File: src/hw/rtl/smf_pkg.sv
// ----------------------------------------------------------------------------
// smf_pkg
// Shared constants and types for the sliding window median filter.
// ----------------------------------------------------------------------------
package smf_pkg;

   // default sizes for the top-level parameters
   localparam int MAX_WIDTH_DEF   = 15;
   localparam int SAMPLE_BITS_DEF = 32;

   // fixed field widths of the channels
   localparam int SAMPLE_FIELD_BITS = 32;
   localparam int TAG_BITS          = 8;
   localparam int SLOT_FIELD_BITS   = 4;
   localparam int CSR_BITS          = 4;

   // packed channel widths, rounded up to whole bytes
   localparam int REQ_DATA_BITS = 40;
   localparam int RSP_DATA_BITS = 48;
   localparam int RSP_PAD_BITS  = RSP_DATA_BITS - SAMPLE_FIELD_BITS - SLOT_FIELD_BITS - TAG_BITS;

   // window width after reset
   localparam logic [CSR_BITS-1:0] WIDTH_RESET = 4'd5;

   // result queue between the ranking network and the output side
   localparam int FIFO_DEPTH    = 4;
   localparam int FIFO_PTR_BITS = $clog2(FIFO_DEPTH);
   localparam int FIFO_CNT_BITS = $clog2(FIFO_DEPTH + 1);

   // one result transaction
   typedef struct packed {
      logic [TAG_BITS-1:0]          median_tag;
      logic [SLOT_FIELD_BITS-1:0]   median_slot;
      logic [SAMPLE_FIELD_BITS-1:0] median_value;
   } result_type;

   // queue fill status seen by the front
   typedef struct packed {
      logic                     empty;
      logic [FIFO_CNT_BITS-1:0] count;
   } fifo_status_type;

endpackage

File: src/hw/rtl/smf_fifo.sv
// ----------------------------------------------------------------------------
// smf_fifo
// Short result queue between the ranking network and the response channel.
// ----------------------------------------------------------------------------
module smf_fifo (
   input  logic                     clock,
   input  logic                     reset,
   input  logic                     push,
   input  smf_pkg::result_type      push_data,
   input  logic                     pop,
   output smf_pkg::result_type      head,
   output smf_pkg::fifo_status_type status
);

   smf_pkg::result_type                  mem_ff [smf_pkg::FIFO_DEPTH];
   logic [smf_pkg::FIFO_PTR_BITS-1:0]    wr_ptr_ff, rd_ptr_ff;
   logic [smf_pkg::FIFO_CNT_BITS-1:0]    count_ff;

   // pointers and fill count
   always_ff @(posedge clock) begin
      if (reset) begin
         wr_ptr_ff <= '0;
         rd_ptr_ff <= '0;
         count_ff  <= '0;
      end else begin
         if (push) begin
            wr_ptr_ff <= wr_ptr_ff + smf_pkg::FIFO_PTR_BITS'(1);
         end
         if (pop) begin
            rd_ptr_ff <= rd_ptr_ff + smf_pkg::FIFO_PTR_BITS'(1);
         end
         case ({push, pop})
            2'b10:   count_ff <= count_ff + smf_pkg::FIFO_CNT_BITS'(1);
            2'b01:   count_ff <= count_ff - smf_pkg::FIFO_CNT_BITS'(1);
            default: count_ff <= count_ff;
         endcase
      end
   end

   // entry storage
   always_ff @(posedge clock) begin
      if (push) begin
         mem_ff[wr_ptr_ff] <= push_data;
      end
   end

   assign head         = mem_ff[rd_ptr_ff];
   assign status.count = count_ff;
   assign status.empty = (count_ff == '0);

endmodule

File: config.mk
export PLATFORM = sky130hd
export DESIGN_NAME = smf_fifo
export DESIGN_NICKNAME = d
export VERILOG_FILES = /design/src/hw/rtl/smf_pkg.sv /design/src/hw/rtl/smf_fifo.sv
export SDC_FILE = /design/constraint.sdc
export NUM_CORES = 1
export LEC_CHECK = 0
export BUFFER_PORTS_ARGS = -buffer_cell sky130_fd_sc_hd__buf_4
export CORE_MARGIN = 5
export CORE_UTILIZATION = 40
export DETAILED_ROUTE_END_ITERATION = 8
export SLEW_MARGIN = 20
export SYNTH_ARGS = -nofsm -noshare
export SYNTH_HDL_FRONTEND = slang
export SYNTH_SLANG_ARGS = --single-unit
File: constraint.sdc
create_clock -name clock -period 2.9 [get_ports clock]
set_clock_uncertainty 0.2 [all_clocks]
set_input_delay 0.435 -clock clock [delete_from_list [all_inputs] [get_ports clock]]
set_output_delay 0.435 -clock clock [all_outputs]
set_load 0.02 [all_outputs]
==> results.yml <==
setup_path:
  regToRegSetupSlack_ps: 1040
  crit_fanout: 26
  ff2ff_path_depth: 4
  worstPathArrival_ps: 1810
  cp.required_ps: 2270
  r2r_end: "mem_ff[0][19]"
  startpoint_type: "register"
  reg2reg_from: "wr_ptr_ff[0]"
  critPathKind: "register to output port"
  cp-end-kind: "output port"
global_routing:
  grt_pass1_wl_um: 19400
  grt_pass1_vias: 3501
  globalRoute.totalOverflow: 0
  grt_max_degree: 28
  grt_usage_pct: 13.0
  antenna_found_initial: 0
floorplan:
  fp.coreArea_um2: 16700
  start_util_pct: 40.9
  placementRows: 47
  die_w_um: 141
  die-area_um2: 19800
  die_h_um: 141
  num_io_pins: 96
cts:
  cts_buffers: 17
  cts_buffer_depth: 2
  root_buffer: "clkbuf_16"
  post_cts_resized: 0
  path_clk_slew_ps: 60
  clock_sinks: 185
  cts_htree_levels: 4
  cts_tree: "yes"
  clk_latency_ps: 420
drt:
  wirelength_um: 12200
  ant_nets: 0
  vias: 3223
  wl_per_cell_um: 18.5
  first_iter_violations: 175
  via_per_inst: 4.88
  drc: 0
  drtPass1Iterations: 4
outcome:
  status: "finished, final reports clean"
power:
  cellLeakagePower_nw: 3.03
  power_density_nw_per_um2: 697
  total_power_mw: 6.14
  ir_drop_v: 0.000414
hold_path:
  hold_end: "mem_ff[3][40]"
  min_path_cells: 1
  worstHoldPathType: "input pin to register"
  hp-start: "push_data[40]"
logic_synthesis:
  syn_area_um2: 6840
  syn_inst: 276
  syn_nets: 330
  avgSynthCellArea_um2: 24.8
  yosysWarnings: 0
  yosysUniqueCellTypes: 22
  ys_ff_latch: 185
  yosysSeqAreaShare_pct: 80.0
final_layout:
  antennaDiodeCount: 0
  drive_above_1_share_pct: 41.4
  nNetsFinal: 481
  finalNonFillerCells: 660
  final_area_um2: 8810
  ff_latch_area_um2: 5470
  synthToLayoutAreaGrowth_pct: 29.0
  fill_cells: 1345
  multi_input_area_um2: 1230
sta:
  worst_pin_slew_ps: 533
  setup_viol: 0
  slew_violations: 0
  final_hold_viol_count: 0
  maxSlewHeadroom_pct: 64.5
  fin_crit_sh_pct: 84.2
  tns_ps: 0
  rsz0062_at_grt: "no"
  clock.fmax_mhz: 409
  whs_ps: 22.8
  min_period_ps: 2440
place:
  place.gp.congestion: 0.707
  dpl-instance-area_um2: 7860
  place_hpwl_um: 7620
  post-place-cells: 591
  port_buffers: 95
job:
  cap_violations: 0
worst max-delay path, stage by stage, from the launching register on:
cell	delay [ps]
dfxtp_4	370
buf_12	240
mux4_1	600
buf_4	180
area by class of cell:
type / instances / area share (%)
clock buffers: 19 / 5.02
clock inverters: 13 / 1.62
inverters: 6 / 0.256
multi-input cells: 74 / 14.0
flip-flops and latches: 185 / 62.1
well taps: 220 / 3.12
repair buffers: 143 / 13.9
report_power, final:
group	total, mW	switching, mW	internal, mW
clock	2.26	0.960	1.30
combinational	0.785	0.402	0.383
sequential	3.10	0.0349	3.06
total	6.14	1.40	4.74
repair_timing:
item | CTS | global route
buffers inserted | 0 | 0
hold buffers | 37 | 0
hold endpoints to repair | 141 | 0
through the flow:
| step | utilization (%) | worst slack, ps |
|---|---|---|
| after floorplan | - | 694 |
| after global placement | 47.1 | 838 |
| after detailed placement | 47.1 | 770 |
| after CTS | 52.8 | 397 |
| after global routing | 52.8 | 360 |
| final | 52.8 | 457 |
metal layers:
| layer | part of all wire [%] | track usage [%] | wire length, um | vias up |
|---|---|---|---|---|
| li1 | - | - | - | 1456 |
| met1 | 42 | 16.7 | 5170 | 1674 |
| met2 | 51 | 20.9 | 6220 | 77 |
| met3 | 5.4 | 4.23 | 658 | 16 |
| met4 | 1.6 | 4.90 | 192 | 0 |
| met5 | 0 | 0 | 0 | - |
sequential cells by signal (all words and copies together) (netlist names), named ones only:
| register | cells |
|---|---|
| count_ff | 3 |
| wr_ptr_ff | 2 |
| mem_ff | 176 |
| rd_ptr_ff | 2 |
cell families (layout without fill, tap and decap cells):
group           Yosys count  in the layout  synth area share, %
mux                      45             45                 14.9
flops                   185            185                 80.0
fa+ha+maj                 6              6                 1.21
buf+inv                  17            181                 2.09
compound gates            3              3                0.220
simple gates             15             15                 1.02
xor+xnor                  5              5                0.641
cell usage after synthesis, drive strengths merged:
master,number,share of area (%)
a21oi,2,0.15
and2,4,0.37
buf,9,1.6
clkbuf,2,0.13
dfxtp,9,2.6
edfxtp,176,77
fa,1,0.29
ha,5,0.92
inv,6,0.33
mux2i,1,0.15
mux4,44,15
nand2,1,0.055
nor2,8,0.44
nor3,1,0.073
o21ai,1,0.073
or3,1,0.092
xnor2,2,0.26
xor2,3,0.38
worst max-delay path by stage:
stage / start / endpoint / slack, ps / depth (start not counted)
after CTS: register / head[40] / 400 / 3
final: register / head[40] / 460 / 3
after detailed placement: push / count_ff[2] / 770 / 8
after global routing: register / head[38] / 360 / 3
after floorplan: wr_ptr_ff[0] / mem_ff[2][0] / 690 / 3
after global placement: push / count_ff[2] / 840 / 8
layout by cell type (no fill, tap or decap), types with 2 or more instances in the layout:
cell / netlist / final
mux4_2: 40 / 40
edfxtp_1: 176 / 176
and2_2: 0 / 4
xor2_1: 3 / 3
buf_4: 0 / 101
xnor2_1: 2 / 2
a21oi_1: 2 / 2
mux4_1: 4 / 4
clkinvlp_4: 0 / 4
inv_6: 0 / 4
clkbuf_16: 0 / 17
dfxtp_1: 9 / 7
bufinv_16: 0 / 2
buf_12: 4 / 5
inv_1: 6 / 6
nor2_1: 8 / 8
ha_1: 5 / 5
dlygate4sd3_1: 0 / 37
Note: power is estimated with default switching activity, not from simulation.
