File: config.mk
export PLATFORM = sky130hd
export DESIGN_NAME = smf_window
export DESIGN_NICKNAME = d
export VERILOG_FILES = /design/src/hw/rtl/smf_pkg.sv /design/src/hw/rtl/smf_window.sv
export SDC_FILE = /design/constraint.sdc
export NUM_CORES = 1
export LEC_CHECK = 0
export BUFFER_PORTS_ARGS = -buffer_cell sky130_fd_sc_hd__buf_2
export CAP_MARGIN = 20
export CORE_AREA = 2 2 258 260
export CTS_CLUSTER_SIZE = 16
export DETAILED_ROUTE_END_ITERATION = 6
export DIE_AREA = 0 0 260 262
export PLACE_DENSITY = 0.59
export REMOVE_ABC_BUFFERS = 1
export SETUP_SLACK_MARGIN = 0.4
export SKIP_CTS_REPAIR_TIMING = 1
export SYNTH_ARGS = -nofsm -noshare
export SYNTH_HDL_FRONTEND = slang
export SYNTH_SLANG_ARGS = --single-unit
File: constraint.sdc
create_clock -name clock -period 3 [get_ports clock]
set_input_delay 0.15 -clock clock [delete_from_list [all_inputs] [get_ports clock]]
set_output_delay 0.15 -clock clock [all_outputs]
set_load 0.02 [all_outputs]
File: src/hw/rtl/smf_pkg.sv
// ----------------------------------------------------------------------------
// smf_pkg
// Shared constants and types for the sliding window median filter.
// ----------------------------------------------------------------------------
package smf_pkg;

   // default sizes for the top-level parameters
   localparam int MAX_WIDTH_DEF   = 15;
   localparam int SAMPLE_BITS_DEF = 32;

   // fixed field widths of the channels
   localparam int SAMPLE_FIELD_BITS = 32;
   localparam int TAG_BITS          = 8;
   localparam int SLOT_FIELD_BITS   = 4;
   localparam int CSR_BITS          = 4;

   // packed channel widths, rounded up to whole bytes
   localparam int REQ_DATA_BITS = 40;
   localparam int RSP_DATA_BITS = 48;
   localparam int RSP_PAD_BITS  = RSP_DATA_BITS - SAMPLE_FIELD_BITS - SLOT_FIELD_BITS - TAG_BITS;

   // window width after reset
   localparam logic [CSR_BITS-1:0] WIDTH_RESET = 4'd5;

   // result queue between the ranking network and the output side
   localparam int FIFO_DEPTH    = 4;
   localparam int FIFO_PTR_BITS = $clog2(FIFO_DEPTH);
   localparam int FIFO_CNT_BITS = $clog2(FIFO_DEPTH + 1);

   // one result transaction
   typedef struct packed {
      logic [TAG_BITS-1:0]          median_tag;
      logic [SLOT_FIELD_BITS-1:0]   median_slot;
      logic [SAMPLE_FIELD_BITS-1:0] median_value;
   } result_type;

   // queue fill status seen by the front
   typedef struct packed {
      logic                     empty;
      logic [FIFO_CNT_BITS-1:0] count;
   } fifo_status_type;

endpackage

File: src/hw/rtl/smf_window.sv
// ----------------------------------------------------------------------------
// smf_window
// Front end: accepts sample transactions, holds the circular window, the
// write pointer and the width register.
// ----------------------------------------------------------------------------
module smf_window #(
   parameter int MAX_WIDTH   = smf_pkg::MAX_WIDTH_DEF,
   parameter int SAMPLE_BITS = smf_pkg::SAMPLE_BITS_DEF,
   localparam int PTR_BITS   = $clog2(MAX_WIDTH),
   localparam int WBITS      = $clog2(MAX_WIDTH + 1)
) (
   input  logic                                   clock,
   input  logic                                   reset,
   input  logic                                   csr_we,
   input  logic [smf_pkg::CSR_BITS-1:0]           csr_wdata,
   input  logic                                   in_valid,
   output logic                                   in_ready,
   input  logic [smf_pkg::SAMPLE_FIELD_BITS-1:0]  in_sample,
   input  logic [smf_pkg::TAG_BITS-1:0]           in_tag,
   input  logic                                   credit_ok,
   output logic                                   issue,
   output logic [SAMPLE_BITS-1:0]                 samples [MAX_WIDTH],
   output logic [smf_pkg::TAG_BITS-1:0]           tags [MAX_WIDTH],
   output logic [WBITS-1:0]                       width_eff
);

   localparam int EXT_BITS = (WBITS > smf_pkg::CSR_BITS) ? WBITS : smf_pkg::CSR_BITS;
   localparam logic [EXT_BITS-1:0] MAX_EXT = EXT_BITS'(MAX_WIDTH);
   localparam logic [EXT_BITS-1:0] MAX_ODD = (MAX_WIDTH % 2 == 1) ?
                                             EXT_BITS'(MAX_WIDTH) : EXT_BITS'(MAX_WIDTH - 1);

   logic [smf_pkg::CSR_BITS-1:0] width_ff;
   logic [PTR_BITS-1:0]          ptr_ff, ptr_in;
   logic                         issue_ff;
   logic [SAMPLE_BITS-1:0]       samples_ff [MAX_WIDTH];
   logic [smf_pkg::TAG_BITS-1:0] tags_ff [MAX_WIDTH];
   logic [EXT_BITS-1:0]          width_odd;
   logic [WBITS-1:0]             slot_w, slot_next;
   logic [PTR_BITS-1:0]          slot;
   logic                         accept;

   // odd width, saturated to the window size
   always_comb begin
      width_odd = EXT_BITS'(width_ff) | EXT_BITS'(1);
      if (width_odd > MAX_EXT) begin
         width_odd = MAX_ODD;
      end
   end
   assign width_eff = WBITS'(width_odd);

   // slot to write and pointer advance
   always_comb begin
      slot_w = (WBITS'(ptr_ff) < width_eff) ? WBITS'(ptr_ff) : '0;
      slot   = PTR_BITS'(slot_w);
      slot_next = slot_w + WBITS'(1);
      ptr_in = (slot_next >= width_eff) ? '0 : PTR_BITS'(slot_next);
   end

   assign in_ready = credit_ok;
   assign accept   = in_valid && credit_ok;
   assign issue    = issue_ff;
   assign samples  = samples_ff;
   assign tags     = tags_ff;

   // control registers
   always_ff @(posedge clock) begin
      if (reset) begin
         width_ff <= smf_pkg::WIDTH_RESET;
         ptr_ff   <= '0;
         issue_ff <= 1'b0;
      end else begin
         issue_ff <= accept;
         if (csr_we) begin
            width_ff <= csr_wdata;
            ptr_ff   <= '0;
         end else if (accept) begin
            ptr_ff <= ptr_in;
         end
      end
   end

   // window storage, cleared at reset
   always_ff @(posedge clock) begin
      for (int k = 0; k < MAX_WIDTH; k++) begin
         if (reset) begin
            samples_ff[k] <= '0;
            tags_ff[k]    <= '0;
         end else if (accept && (slot == PTR_BITS'(k))) begin
            samples_ff[k] <= SAMPLE_BITS'(in_sample);
            tags_ff[k]    <= in_tag;
         end
      end
   end

endmodule

==> reports/metrics.cfg <==
[cts]
cts_tree=done
clk_path_buf_depth=3
cts.sinks=608
clk_latency_ps=620
root_buffer=clkbuf_16
path_clk_slew_ps=60
numCtsBuffers=67
cts_max_level=3

[synth]
syn-cell-area_um2=21900
syn_inst=2759
async_reset_ff_share_pct=0
synth_edf_count=0
synth_most_common_cell=nand2_1
synth.distinct_cells=43
synthFlopType=dfxtp_1
syn_area_per_cell_um2=7.94
synth_top_area_cell=dfxtp_1
synth_commonest_cells=nand2_1 (1198), dfxtp_1 (608), a21oi_1 (560)
yosysTopAreaCellShare_pct=55.5
yosysWarnings=0
ys_ff_latch=608
synth_area_leaders=dfxtp_1 (56%), nand2_1 (21%), a21oi_1 (13%), clkbuf_1 (2.2%), a21oi_2 (1.6%)
synth-seq-area-share_pct=55.5

[timing]
max_slew_margin_pct=46.4
fin_crit_ps=2560
tightest_slew_ps=804
setup_viol=0
whs_ps=-34.5
max_clock_freq_mhz=391
rsz0062_at_grt=yes
final.period_utilization_pct=85.2
skew_ps=24.9
hold_viol=9
final_max_slew_viol_count=0

[worst_setup_path]
critical_path_arrival_ps=3090
path_max_fanout=6
critPathCaptureType=flop
critPathRequiredTime_ps=3540
crit_type=flop to flop
startpoint_type=flop

[placement]
port_buffers=652
dp_hpwl_mm=58.0
place_inst=4104
gp_routability_congestion=0.793

[detailed_routing]
remaining_drc_errors=0
wirelength_mm=98.1
first_pass_iters=5
antenna_left=0
num_vias=21400
wl_per_cell_um=22.8
drt_iter0_markers=1911
avgViaCountPerCell=4.96

[global_routing]
grt_pass1_vias=18600
antenna_found_initial=4
grt_start_max_net_pins=96
grt_pass1_wl_mm=126
grt_use_total_pct=24.9
overflow=0

[die]
ios=655
core_area_um2=65300
dieArea_um2=68100
chipHeight_um=262
die_w_um=260
fp-row-count=94
start_util_pct=33.6

[min_path]
hold_path_class=primary input to flop

[outcome]
status=complete, but fails checks
violations=negative hold slack

[final_layout]
area_growth_pct=35.3
drive_gt1_share_pct=30.0
final-instance-count-excl-fill=4306
fin_nets=3448
diodes=0

[power_and_ir_drop]
powerDensity_nw_per_um2=582
finalPower_w=0.0173
total_leakage_power_nw=12.2
peakVddDrop_mv=0.351

[flow_run]
drv_cap=0

[critical path, cell delays in order, from the launching register on]
cell	delay, ps
dfxtp_4	360
ha_4	230
a21o_4	230
a311o_1	420
inv_2	130
ha_4	150
nor2b_4	140
buf_6	130
and2_4	190
buf_12	130
clkbuf_16	180
nand2_2	70
a21oi_2	130
[per-layer routing]
| layer | routed length [um] | track usage, % | vias to the layer above |
|---|---|---|---|
| met4 | 3380 | 10.2 | 0 |
| met2 | 45200 | 39.5 | 981 |
| met1 | 41800 | 33.1 | 10100 |
| li1 | - | - | 10100 |
| met3 | 7690 | 5.25 | 172 |
| met5 | 0 | 0 | - |
[metrics by stage]
stage	hold WS (ps)	area [um2]	setup TNS [ps]	util (%)	setup WS [ps]
global route	-37.3	29700	0	45.4	372
floorplan	212	20600	-73380	-	-502
detailed placement	401	26000	0	39.9	45.6
CTS	-239	28300	0	43.4	0.766
finish	-34.5	29700	0	45.4	443
global placement	417	26000	0	39.9	135
[power by group]
group / switching (W) / internal (W) / total (W)
combinational: 0.000483 / 0.000172 / 0.000655
clock: 0.00354 / 0.00493 / 0.00848
sequential: 0.0000172 / 0.00811 / 0.00812
[cells by family after synthesis]
logic type	count (synthesis)	share of synthesized area, %
and+or+nand+nor	1266	22.5
other	1	0.0171
adders and majority gates	7	0.400
buffers and inverters	257	6.22
AOI/OAI and AO/OA	617	15.2
DFF	608	55.5
muxes	2	0.0913
xor gates and xnor gates	1	0.0400
[layout make-up]
| class | instances | area [um2] |
|---|---|---|
| Fill cell | 6512 | 35600 |
| Clock inverter | 24 | 318 |
| Multi-Input combinational cell | 1894 | 8690 |
| Clock buffer | 95 | 1940 |
| Inverter | 6 | 25.0 |
| Tap cell | 864 | 1080 |
| Timing Repair Buffer | 815 | 5420 |
| Sequential cell | 608 | 12200 |
[sequential cells by signal (all words and copies together) (netlist names)]
register	count
ptr_ff	4
issue	1
width_ff	3
samples	480
tags	120
[final timing paths]
path	endpoint	cells after the start	slack [ps]	start
worst max-delay path	samples[153]	12	440	ptr_ff[1]
worst min-delay path	samples[269]	3	-30	in_sample[13]
worst max register to register	samples[153]	12	440	ptr_ff[1]
worst min register to register	tags[55]	2	450	tags[55]
[cell usage in the layout, fill, tap and decap left out, types with 4 or more instances in the layout]
master,instances
a21oi_1,539
nor2_1,6
and2_2,9
nand2_4,6
ha_4,5
clkinv_2,8
buf_12,41
buf_2,651
nand2_1,1171
nand2_2,45
clkbuf_16,81
dfxtp_1,605
a21oi_2,62
buf_6,8
clkbuf_1,13
clkbuf_8,14
buf_4,50
bufinv_16,4
dlygate4sd3_1,47
and2_4,4
buf_8,5
Power figures use the tool's default switching activity.
